### config.mk
export PLATFORM = sky130hd
export DESIGN_NAME = fixed_font_5x7_text_rasterizer
export DESIGN_NICKNAME = d
export VERILOG_FILES = /design/src/design/f57r_pkg.sv /design/src/design/f57r_front.sv /design/src/design/f57r_queue.sv /design/src/design/f57r_back.sv /design/src/design/fixed_font_5x7_text_rasterizer.sv
export SDC_FILE = /design/constraint.sdc
export NUM_CORES = 2
export LEC_CHECK = 0
export BUFFER_PORTS_ARGS = -buffer_cell sky130_fd_sc_hd__buf_4
export CORE_MARGIN = 2
export CORE_UTILIZATION = 30
export DETAILED_ROUTE_END_ITERATION = 16
export SETUP_SLACK_MARGIN = 0.02
export SLEW_MARGIN = 10
export SYNTH_ARGS = -nofsm -noshare
export SYNTH_HDL_FRONTEND = slang
export SYNTH_HIERARCHICAL = 1
export SYNTH_SLANG_ARGS = --single-unit
### constraint.sdc
create_clock -name clk_i -period 4.9 [get_ports clk_i]
set_input_delay 0.245 -clock clk_i [delete_from_list [all_inputs] [get_ports clk_i]]
set_output_delay 0.245 -clock clk_i [all_outputs]
set_load 0.02 [all_outputs]
### src/design/f57r_pkg.sv
// ----------------------------------------------------------------------------
// f57r_pkg
// Types and codes shared by the text rasterizer front, queue and back.
// ----------------------------------------------------------------------------
`timescale 1ns / 1ps
`default_nettype none

package f57r_pkg;

  // request kinds carried on s_axis_tuser
  typedef enum logic [1:0] {
    REQ_LOAD  = 2'd0,
    REQ_BEGIN = 2'd1,
    REQ_DRAW  = 2'd2
  } req_e;

  // configuration register indexes
  localparam logic [2:0] CFG_LSB_TOP  = 3'd0;
  localparam logic [2:0] CFG_GAP      = 3'd1;
  localparam logic [2:0] CFG_FORE     = 3'd2;
  localparam logic [2:0] CFG_BACK_EN  = 3'd3;
  localparam logic [2:0] CFG_BACK     = 3'd4;
  localparam logic [2:0] CFG_BREAK    = 3'd5;

  // glyph geometry
  localparam int unsigned GLYPH_COLS  = 5;
  localparam int unsigned GLYPH_ROWS  = 7;
  localparam int unsigned LINE_PITCH  = 8;
  localparam int unsigned FIRST_CODE  = 32;

  // input beat layout
  localparam int unsigned S_TDATA_W   = 64;
  localparam int unsigned M_TDATA_W   = 48;

  // classified work for the back end
  typedef enum logic [2:0] {
    CMD_LOAD,
    CMD_BEGIN,
    CMD_BREAK,
    CMD_GLYPH,
    CMD_SKIP
  } cmd_kind_e;

  typedef struct packed {
    cmd_kind_e   kind;
    logic [8:0]  addr;    // table index on loads, glyph base on draws
    logic [7:0]  data;    // font byte on loads
    logic [15:0] org_x;
    logic [15:0] org_y;
  } cmd_t;

  // live configuration seen by the back end
  typedef struct packed {
    logic        lsb_top;
    logic [7:0]  gap;
    logic [15:0] fore;
    logic        back_en;
    logic [15:0] back;
  } cfg_t;

endpackage

`default_nettype wire

### src/design/f57r_front.sv
// ----------------------------------------------------------------------------
// f57r_front
// Holds the configuration registers, takes input beats and turns each one
// into a back-end command (or drops it).
// ----------------------------------------------------------------------------
`timescale 1ns / 1ps
`default_nettype none

module f57r_front #(
  parameter int unsigned GLYPH_COUNT = 96,
  parameter int unsigned COLOR_BITS  = 16
) (
  input  wire logic                           clk_i,
  input  wire logic                           rst_ni,
  input  wire logic                           s_axis_tvalid,
  output logic                                s_axis_tready,
  input  wire logic [f57r_pkg::S_TDATA_W-1:0] s_axis_tdata,
  input  wire logic [1:0]                     s_axis_tuser,
  input  wire logic                           cfg_we_i,
  input  wire logic [2:0]                     cfg_idx_i,
  input  wire logic [15:0]                    cfg_data_i,
  input  wire logic                           q_full_i,
  output logic                                q_push_o,
  output f57r_pkg::cmd_t                      q_cmd_o,
  output f57r_pkg::cfg_t                      cfg_o
);
  import f57r_pkg::*;

  localparam int unsigned CW          = (COLOR_BITS < 16) ? COLOR_BITS : 16;
  localparam logic [9:0]  DEPTH_LIM   = 10'(GLYPH_COUNT * GLYPH_COLS);
  localparam logic [8:0]  CODE_END    = 9'(FIRST_CODE + GLYPH_COUNT);
  localparam logic [7:0]  CODE_FIRST  = 8'(FIRST_CODE);

  logic          lsb_top_q;
  logic [7:0]    gap_q;
  logic [CW-1:0] fore_q;
  logic          back_en_q;
  logic [CW-1:0] back_q;
  logic [7:0]    break_q;

  logic [8:0]    idx;
  logic [7:0]    tbyte;
  logic [15:0]   org_x;
  logic [15:0]   org_y;
  logic [7:0]    code;
  logic [6:0]    glyph;
  logic          accept;
  logic          keep;
  cmd_kind_e     kind;

  // configuration registers
  always_ff @(posedge clk_i or negedge rst_ni) begin
    if (!rst_ni) begin
      lsb_top_q <= 1'b0;
      gap_q     <= 8'd1;
      fore_q    <= '1;
      back_en_q <= 1'b0;
      back_q    <= '0;
      break_q   <= 8'd32;
    end else if (cfg_we_i) begin
      case (cfg_idx_i)
        CFG_LSB_TOP: lsb_top_q <= cfg_data_i[0];
        CFG_GAP:     gap_q     <= cfg_data_i[7:0];
        CFG_FORE:    fore_q    <= cfg_data_i[CW-1:0];
        CFG_BACK_EN: back_en_q <= cfg_data_i[0];
        CFG_BACK:    back_q    <= cfg_data_i[CW-1:0];
        CFG_BREAK:   break_q   <= cfg_data_i[7:0];
        default:     ;
      endcase
    end
  end

  assign cfg_o.lsb_top = lsb_top_q;
  assign cfg_o.gap     = gap_q;
  assign cfg_o.fore    = 16'(fore_q);
  assign cfg_o.back_en = back_en_q;
  assign cfg_o.back    = 16'(back_q);

  // unpack the beat
  assign idx   = s_axis_tdata[8:0];
  assign tbyte = s_axis_tdata[16:9];
  assign org_x = s_axis_tdata[32:17];
  assign org_y = s_axis_tdata[48:33];
  assign code  = s_axis_tdata[56:49];
  assign glyph = 7'(code - CODE_FIRST);

  assign s_axis_tready = !q_full_i;
  assign accept        = s_axis_tvalid && s_axis_tready;

  // classify: loads past the table and unknown kinds are dropped
  always_comb begin
    keep = 1'b0;
    kind = CMD_SKIP;
    case (s_axis_tuser)
      REQ_LOAD: begin
        keep = ({1'b0, idx} < DEPTH_LIM);
        kind = CMD_LOAD;
      end
      REQ_BEGIN: begin
        keep = 1'b1;
        kind = CMD_BEGIN;
      end
      REQ_DRAW: begin
        keep = 1'b1;
        if (code == break_q) begin
          kind = CMD_BREAK;
        end else if (code >= CODE_FIRST && {1'b0, code} < CODE_END) begin
          kind = CMD_GLYPH;
        end else begin
          kind = CMD_SKIP;
        end
      end
      default: keep = 1'b0;
    endcase
  end

  assign q_push_o      = accept && keep;
  assign q_cmd_o.kind  = kind;
  // glyph base is glyph * 5
  assign q_cmd_o.addr  = (kind == CMD_LOAD) ? idx
                         : (9'({glyph, 2'b00}) + 9'(glyph));
  assign q_cmd_o.data  = tbyte;
  assign q_cmd_o.org_x = org_x;
  assign q_cmd_o.org_y = org_y;

endmodule

`default_nettype wire

### src/design/f57r_queue.sv
// ----------------------------------------------------------------------------
// f57r_queue
// Two-entry command queue between the front and the back end.
// ----------------------------------------------------------------------------
`timescale 1ns / 1ps
`default_nettype none

module f57r_queue (
  input  wire logic            clk_i,
  input  wire logic            rst_ni,
  input  wire logic            push_i,
  input  wire f57r_pkg::cmd_t  cmd_i,
  output logic                 full_o,
  input  wire logic            pop_i,
  output logic                 valid_o,
  output f57r_pkg::cmd_t       cmd_o
);
  import f57r_pkg::*;

  localparam logic [1:0] DEPTH = 2'd2;

  cmd_t       slot_q [2];
  logic       wr_ptr_q;
  logic       rd_ptr_q;
  logic [1:0] count_q;
  logic       do_push;
  logic       do_pop;

  assign full_o  = (count_q == DEPTH);
  assign valid_o = (count_q != 2'd0);
  assign cmd_o   = slot_q[rd_ptr_q];
  assign do_push = push_i && !full_o;
  assign do_pop  = pop_i && valid_o;

  // pointers and fill count
  always_ff @(posedge clk_i or negedge rst_ni) begin
    if (!rst_ni) begin
      wr_ptr_q <= 1'b0;
      rd_ptr_q <= 1'b0;
      count_q  <= 2'd0;
    end else begin
      if (do_push) wr_ptr_q <= !wr_ptr_q;
      if (do_pop)  rd_ptr_q <= !rd_ptr_q;
      case ({do_push, do_pop})
        2'b10:   count_q <= count_q + 2'd1;
        2'b01:   count_q <= count_q - 2'd1;
        default: count_q <= count_q;
      endcase
    end
  end

  // entry storage
  always_ff @(posedge clk_i) begin
    if (do_push) slot_q[wr_ptr_q] <= cmd_i;
  end

endmodule

`default_nettype wire

### src/design/f57r_back.sv
// ----------------------------------------------------------------------------
// f57r_back
// Executes commands: font memory writes, cursor updates and the pixel
// raster sequencer with its one-pixel hold and output register.
// ----------------------------------------------------------------------------
`timescale 1ns / 1ps
`default_nettype none

module f57r_back #(
  parameter int unsigned GLYPH_COUNT = 96
) (
  input  wire logic                           clk_i,
  input  wire logic                           rst_ni,
  input  wire logic                           q_valid_i,
  input  wire f57r_pkg::cmd_t                 q_cmd_i,
  output logic                                q_pop_o,
  input  wire f57r_pkg::cfg_t                 cfg_i,
  output logic                                m_axis_tvalid,
  input  wire logic                           m_axis_tready,
  output logic [f57r_pkg::M_TDATA_W-1:0]      m_axis_tdata,
  output logic                                m_axis_tlast
);
  import f57r_pkg::*;

  localparam int unsigned DEPTH    = GLYPH_COUNT * GLYPH_COLS;
  localparam int unsigned TAW      = $clog2(DEPTH);
  localparam logic [2:0]  ROW_LAST = 3'(GLYPH_ROWS - 1);
  localparam logic [2:0]  COL_LAST = 3'(GLYPH_COLS - 1);

  typedef enum logic [1:0] {
    S_IDLE,
    S_FETCH,
    S_DRAW,
    S_FLUSH
  } state_e;

  // font memory
  logic [7:0]     font_mem [DEPTH];
  logic [7:0]     rd_data_q;
  logic           rd_en;
  logic [TAW-1:0] rd_addr;
  logic           wr_en;

  state_e         state_q;
  logic [TAW-1:0] base_q;
  logic [2:0]     col_q;
  logic [2:0]     row_q;
  logic [15:0]    cx_q;
  logic [15:0]    cy_q;
  logic [15:0]    lx_q;

  logic           hold_valid_q;
  logic [15:0]    hold_x_q;
  logic [15:0]    hold_y_q;
  logic [15:0]    hold_c_q;

  logic           out_valid_q;
  logic [15:0]    out_x_q;
  logic [15:0]    out_y_q;
  logic [15:0]    out_c_q;
  logic           out_last_q;

  logic           out_free;
  logic           out_load;
  logic           bit_on;
  logic           emit;
  logic           advance;
  logic [15:0]    pix_x;
  logic [15:0]    pix_y;
  logic [15:0]    pix_c;
  logic [15:0]    cx_step;

  assign out_free = !out_valid_q || m_axis_tready;
  assign q_pop_o  = (state_q == S_IDLE) && q_valid_i;
  assign wr_en    = q_pop_o && (q_cmd_i.kind == CMD_LOAD);
  assign cx_step  = cx_q + 16'd5 + 16'(cfg_i.gap);

  // current pixel of the raster walk
  assign bit_on  = cfg_i.lsb_top ? rd_data_q[row_q] : rd_data_q[ROW_LAST - row_q];
  assign emit    = bit_on || cfg_i.back_en;
  assign pix_x   = cx_q + 16'(col_q);
  assign pix_y   = cy_q + 16'(row_q);
  assign pix_c   = bit_on ? cfg_i.fore : cfg_i.back;
  assign advance = !emit || !hold_valid_q || out_free;

  // held pixel moves to the output register
  assign out_load = ((state_q == S_DRAW) && advance && emit && hold_valid_q)
                    || ((state_q == S_FLUSH) && hold_valid_q && out_free);

  // next column is read as the walk leaves the bottom row
  assign rd_en   = (state_q == S_FETCH)
                   || ((state_q == S_DRAW) && advance && (row_q == ROW_LAST)
                       && (col_q != COL_LAST));
  assign rd_addr = base_q + ((state_q == S_FETCH) ? TAW'(0) : (TAW'(col_q) + TAW'(1)));

  always_ff @(posedge clk_i) begin
    if (wr_en) font_mem[q_cmd_i.addr[TAW-1:0]] <= q_cmd_i.data;
  end

  always_ff @(posedge clk_i) begin
    if (rd_en) rd_data_q <= font_mem[rd_addr];
  end

  // sequencer, cursor state and output register
  always_ff @(posedge clk_i or negedge rst_ni) begin
    if (!rst_ni) begin
      state_q      <= S_IDLE;
      base_q       <= '0;
      col_q        <= 3'd0;
      row_q        <= 3'd0;
      cx_q         <= 16'd0;
      cy_q         <= 16'd0;
      lx_q         <= 16'd0;
      hold_valid_q <= 1'b0;
      hold_x_q     <= 16'd0;
      hold_y_q     <= 16'd0;
      hold_c_q     <= 16'd0;
      out_valid_q  <= 1'b0;
      out_x_q      <= 16'd0;
      out_y_q      <= 16'd0;
      out_c_q      <= 16'd0;
      out_last_q   <= 1'b0;
    end else begin
      // output beat loaded, or taken downstream
      if (out_load) out_valid_q <= 1'b1;
      else if (m_axis_tready) out_valid_q <= 1'b0;

      case (state_q)
        S_IDLE: begin
          if (q_valid_i) begin
            case (q_cmd_i.kind)
              CMD_BEGIN: begin
                lx_q <= q_cmd_i.org_x;
                cx_q <= q_cmd_i.org_x;
                cy_q <= q_cmd_i.org_y;
              end
              CMD_BREAK: begin
                cy_q <= cy_q + 16'(LINE_PITCH);
                cx_q <= lx_q;
              end
              CMD_SKIP: cx_q <= cx_step;
              CMD_GLYPH: begin
                base_q  <= q_cmd_i.addr[TAW-1:0];
                col_q   <= 3'd0;
                row_q   <= 3'd0;
                state_q <= S_FETCH;
              end
              default: ;
            endcase
          end
        end

        S_FETCH: state_q <= S_DRAW;

        S_DRAW: begin
          if (advance) begin
            if (emit) begin
              // previous held pixel is not the last one
              if (hold_valid_q) begin
                out_x_q     <= hold_x_q;
                out_y_q     <= hold_y_q;
                out_c_q     <= hold_c_q;
                out_last_q  <= 1'b0;
              end
              hold_valid_q <= 1'b1;
              hold_x_q     <= pix_x;
              hold_y_q     <= pix_y;
              hold_c_q     <= pix_c;
            end
            if (row_q == ROW_LAST) begin
              row_q <= 3'd0;
              if (col_q == COL_LAST) begin
                state_q <= S_FLUSH;
              end else begin
                col_q <= col_q + 3'd1;
              end
            end else begin
              row_q <= row_q + 3'd1;
            end
          end
        end

        S_FLUSH: begin
          if (!hold_valid_q) begin
            cx_q    <= cx_step;
            state_q <= S_IDLE;
          end else if (out_free) begin
            out_x_q      <= hold_x_q;
            out_y_q      <= hold_y_q;
            out_c_q      <= hold_c_q;
            out_last_q   <= 1'b1;
            hold_valid_q <= 1'b0;
            cx_q         <= cx_step;
            state_q      <= S_IDLE;
          end
        end

        default: state_q <= S_IDLE;
      endcase
    end
  end

  assign m_axis_tvalid = out_valid_q;
  assign m_axis_tdata  = {out_c_q, out_y_q, out_x_q};
  assign m_axis_tlast  = out_last_q;

endmodule

`default_nettype wire

### src/design/fixed_font_5x7_text_rasterizer.sv
// ----------------------------------------------------------------------------
// fixed_font_5x7_text_rasterizer
// 5x7 text rasterizer: font loads, text origin and per-character pixel stream.
// ----------------------------------------------------------------------------
// Input beats are classified by the front part and queued (two entries) for
// the back part. Font loads, begin items, line breaks and out-of-range codes
// are each handled in the back part as they are popped from the queue. A
// drawn character is popped, then its first column is read from font memory,
// then the sequencer walks each cell of the 5x7 raster (35), then it releases
// the final pixel with tlast. The single-pixel raster sequencer walks these
// steps in order; stalls on m_axis hold it. Pixels come out column by column,
// top row first. Unlit cells produce no beat unless background drawing is on.
// Reading a font entry never loaded gives an undefined pattern.
`timescale 1ns / 1ps
`default_nettype none

module fixed_font_5x7_text_rasterizer #(
  parameter int unsigned GLYPH_COUNT = 96,
  parameter int unsigned COLOR_BITS  = 16
) (
  input  wire logic                           clk_i,
  input  wire logic                           rst_ni,
  // slave side
  input  wire logic                           s_axis_tvalid,
  output logic                                s_axis_tready,
  // table_index[8:0], table_byte[16:9], origin_x[32:17], origin_y[48:33],
  // char_code[56:49], zero[63:57]
  input  wire logic [f57r_pkg::S_TDATA_W-1:0] s_axis_tdata,
  // req_type[1:0]
  input  wire logic [1:0]                     s_axis_tuser,
  // master side
  output logic                                m_axis_tvalid,
  input  wire logic                           m_axis_tready,
  // pixel_x[15:0], pixel_y[31:16], pixel_color[47:32]
  output logic [f57r_pkg::M_TDATA_W-1:0]      m_axis_tdata,
  // last_pixel
  output logic                                m_axis_tlast,
  // configuration writes
  input  wire logic                           cfg_we_i,
  input  wire logic [2:0]                     cfg_idx_i,
  input  wire logic [15:0]                    cfg_data_i
);
  import f57r_pkg::*;

  logic q_push;
  logic q_full;
  logic q_pop;
  logic q_valid;
  cmd_t push_cmd;
  cmd_t head_cmd;
  cfg_t cfg;

  f57r_front #(
    .GLYPH_COUNT (GLYPH_COUNT),
    .COLOR_BITS  (COLOR_BITS)
  ) u_front (
    .clk_i         (clk_i),
    .rst_ni        (rst_ni),
    .s_axis_tvalid (s_axis_tvalid),
    .s_axis_tready (s_axis_tready),
    .s_axis_tdata  (s_axis_tdata),
    .s_axis_tuser  (s_axis_tuser),
    .cfg_we_i      (cfg_we_i),
    .cfg_idx_i     (cfg_idx_i),
    .cfg_data_i    (cfg_data_i),
    .q_full_i      (q_full),
    .q_push_o      (q_push),
    .q_cmd_o       (push_cmd),
    .cfg_o         (cfg)
  );

  f57r_queue u_queue (
    .clk_i   (clk_i),
    .rst_ni  (rst_ni),
    .push_i  (q_push),
    .cmd_i   (push_cmd),
    .full_o  (q_full),
    .pop_i   (q_pop),
    .valid_o (q_valid),
    .cmd_o   (head_cmd)
  );

  f57r_back #(
    .GLYPH_COUNT (GLYPH_COUNT)
  ) u_back (
    .clk_i         (clk_i),
    .rst_ni        (rst_ni),
    .q_valid_i     (q_valid),
    .q_cmd_i       (head_cmd),
    .q_pop_o       (q_pop),
    .cfg_i         (cfg),
    .m_axis_tvalid (m_axis_tvalid),
    .m_axis_tready (m_axis_tready),
    .m_axis_tdata  (m_axis_tdata),
    .m_axis_tlast  (m_axis_tlast)
  );

endmodule

`default_nettype wire

==> impl_results.md <==
- Outcome: finished, final reports clean
- Ys Warns: 6
- Sw Pwr: 52.71 mW
- Clk_skew: roughly 0.079 ns
- Post-Synthesis Net Count: 7815
- Tightest Hold Check Type: primary input to register
- Util after Layout: 35.44%
- Min cycle time layout: 4.886 ns
- Height of the chip: 744.1 microns
- Worst slack at placement: -0.3448 ns
- WL per Instance: 26.65 microns
- Power density normalized to cell area: 762.2 mW/mm^2
- Gate power share: 48.6%
- Clock Pin Slew Worst Setup and Hold Paths: roughly 0.070 ns
- HPWL after detailed placement: 263900 microns
- Sequential group share of total power: 29.8%
- Count of final max-slew check failures: 0
- Buffers added on ports: approximately 130
- Root Buffer: clkbuf_16
- Fmax: between 200 and 250 MHz
- Post-synthesis adder-cell area fraction: 0.4112%
- Power Internal: 94.58 mW
- Total negative slack for setup checks: 0 ns
- Vias in the first global route: 82602
- Kind of start point of the critical path: register
- Initial core utilization: about 30%
- Iteration-0 DRC Markers: 10379
- Number of synthesized register bits: 4170
- Fraction of layout cells with a size suffix above 1: a little under a third
- Simple-gate share of the synthesized area: about 2.9%
- Fraction of registers with async set/reset: 5.228%
- Clock Power Share: 21.5%
- Compound-Gate Fraction of Synth Area: 1.200%
- Worst-Margin Slew: 1.092 ns
- Top library cells by usage in the layout, fill and taps aside: 3952 x edfxtp_1, 1186 x mux4_2, 587 x buf_4
- Wire length of the first global-routing pass: 606900 microns
- Worst setup EP type: register
- Slew headroom: 27.21%
- Endpoint required time on the critical path: 5.75 ns
- Drt pass-1 iters: 7
- Clock tree buffer depth: 4
- Sequential element share of the synthesized area: between 70% and 80%
- Count of boundary I/O pins: 141
- Cell Rows: 271
- Gate count of the mapped netlist: 7674
- Yosys top cell by area: edfxtp_1
- DRC violations left: 0
- Die extent in x: between 700 and 800 microns
- Power Total: roughly 150 mW
- Count of unique library cells instantiated by Yosys: 78
- Avg Cell Area, Syn: between 20 and 25 sq um
- Maximum fanout encountered on the critical timing path: 6
- Vias after detailed routing: 81956
- Clock latency on the worst-skew pair: ~1.0 ns
- Gr usage total: between 10% and 20%
- P_leak: 61.44 nW
- Switching Fraction: 35.79%
- Maximum Capacitance Violations: 0
- Most area-consuming cells after synthesis: edfxtp_1 72%, mux4_2 16%, dfrtp_1 3.0%, nor2_1 1.3%, mux2_2 1.1%
- Nets: 8582
- Final weighted congestion in routability-driven placement: 0.8350
- Main flop type after synthesis: edfxtp_1
- Dominant combinational cell family by area after synthesis: multiplexers
- Tcrit/Tclk final: 99.71%
- Maximum level of the CTS H-tree: 5
- Die Area: roughly 0.55 sq mm
- Maximum number of pins on one net before global-route repair: roughly 150
- Critical path arrival: 5.74 ns
- GRT Residual Overflow: 0
- Clock tree from TritonCTS: yes
- Antenna-violating nets left: 0
- Post-synthesis mux area share: 17.90%
- Worst voltage drop across the vdd grid: 0.0006076 V
- Area share of the largest cell type after synthesis: 72.22%
- Clk sink count: 4170
- Placeable Area: 0.5452 sq mm
- Number of CTS-inserted buffers: 411
- Number of endpoints with negative hold slack in the final report: 0
- Number of antenna violations at the first check in global routing: 26
- Total routed wirelength: approximately 430000 microns
- Total setup violations reported at the end of the flow: 0
- Fraction of synthesized cell area in xor and xnor cells: less than 1%
- Area added between synthesis and finish: 17.60%
- WHS: between 0.07 and 0.08 ns
- Setup repair after global routing missed its margin: yes
- Slack of the critical path: 0.01439 ns
- Class of the most critical setup path: register to register
- Most common cell after layout, fill and taps aside: edfxtp_1
- Synth Cell Area: 0.1643 sq mm
- Routed via count divided by cell count: 5.114
- Number of enable-type register cells in the synthesized netlist: between 3000 and 4000
## state kept, by name (all words and copies together), names as in the netlist, 16 cells and up
register and flops:
u_back/out_y_q 16, u_back/lx_q 16, u_back/hold_y_q 16, u_back/cy_q 16, u_back/font_mem 3840, u_front/fore_q 16, u_back/cx_q 16, u_back/hold_x_q 16
u_back/out_x_q 16, u_queue/slot_q 104, u_back/hold_c_q 16, u_front/back_q 16, u_back/out_c_q 16
## critical path, cell delays in order (launching register included)
cell	delay, ns
dfrtp_1	0.38
inv_1	0.09
ha_2	0.20
buf_4	0.14
nor3_1	0.39
ha_1	0.38
nor2_1	0.25
a211oi_1	0.10
buf_4	0.18
xnor2_2	0.79
nor2_1	0.27
buf_4	0.26
nand4_1	0.24
nand3_1	0.14
nor4_2	0.72
or3_1	0.21
## final cells by class
class	count	area (sq um)
repair buffers	842	8399
well taps	7234	9051
clock inverters	265	2764
clock buffers	485	10780
fillers	49761	352000
diodes	14	35.03
flip-flops and latches	4170	124200
multi-input cells	2976	37920
inverters	40	150.1
## per-layer routing
layer	GRT usage [%]	share of wire (%)	vias to the layer above
met5	0	0.0054	-
met4	4.120	2.8	4
met3	2.657	9.5	603
met2	23.98	47	4082
met1	20.90	40	44023
li1	-	-	33244
## cell usage after synthesis (9+ instances only)
cell / instances
nor2b_1: 11
clkbuf_1: 188
nor3_1: 20
ha_1: 46
nand4_1: 29
buf_1: 26
o221ai_1: 9
o22ai_1: 18
nand3_1: 80
dfrtp_1: 200
a22oi_1: 22
mux2_4: 23
inv_1: 40
o21ai_0: 87
mux2_2: 161
nor2_1: 555
nand2b_1: 11
buf_6: 33
edfxtp_1: 3952
buf_2: 132
xor2_1: 30
a31oi_1: 22
nand2_1: 357
dfstp_2: 18
buf_4: 109
mux2i_1: 52
a21oi_1: 60
xnor2_1: 32
a21o_1: 9
and3_1: 17
mux4_2: 1186
## final timing paths
path,from,end,slack [ns],cells past startpoint
hold reg to reg,u_back/hold_c_q[3]$_DFFE_PN0P_,u_back/hold_c_q[3]$_DFFE_PN0P_,0.48,2
min in group asynchronous,rst_ni,u_back/out_y_q[2]$_DFFE_PN0P_,0.45,4
hold / removal,cfg_data_i[9],u_front/back_q[9]$_DFFE_PN0P_,0.08,3
setup reg to reg,u_back/state_q[1]$_DFFE_PN0P_,u_back/rd_data_q[5]$_DFFE_PP_,0.01,15
max in group asynchronous,rst_ni,u_back/col_q[0]$_DFFE_PN0P_,3.62,4
setup / recovery,u_back/state_q[1]$_DFFE_PN0P_,u_back/rd_data_q[5]$_DFFE_PP_,0.01,15
## repair_timing
action	CTS	global route
gates cloned	2	7
pin swaps	2	6
hold buffers	119	0
setup buffers	6	15
gates resized for setup	16	32
endpoints found under the hold margin	357	0
setup endpoints to repair	8	8
## power groups by stage
| stage | Combinational [mW] | Sequential, mW | Clock [mW] |
|---|---|---|---|
| detailed placement | 70.0 | 44.7 | 0 |
| global placement | 69.4 | 44.6 | 0 |
| global route | 74.8 | 44.1 | 33.6 |
| CTS | 71.0 | 43.9 | 32.3 |
| floorplan | 42.7 | 45.4 | 0 |
| finish | 71.6 | 44.0 | 31.7 |
## stage by stage
stage / area [sq um] / std cells
floorplan: 164300 / 7674
global placement: 177800 / 15113
detailed placement: 177800 / 15113
CTS: 192800 / 15990
global route: 193200 / 16013
finish: 193300 / 16026
## kinds of logic (layout without fill, tap and decap cells)
family | count (synthesis) | after routing
compound gates | 307 | 307
xor+xnor | 64 | 64
fa+ha+maj | 51 | 51
buf+inv | 528 | 1632
flops | 4170 | 4170
mux | 1424 | 1424
other cells | 0 | 14
simple gates | 1130 | 1130
No activity file was read; power rests on OpenSTA's default activity.
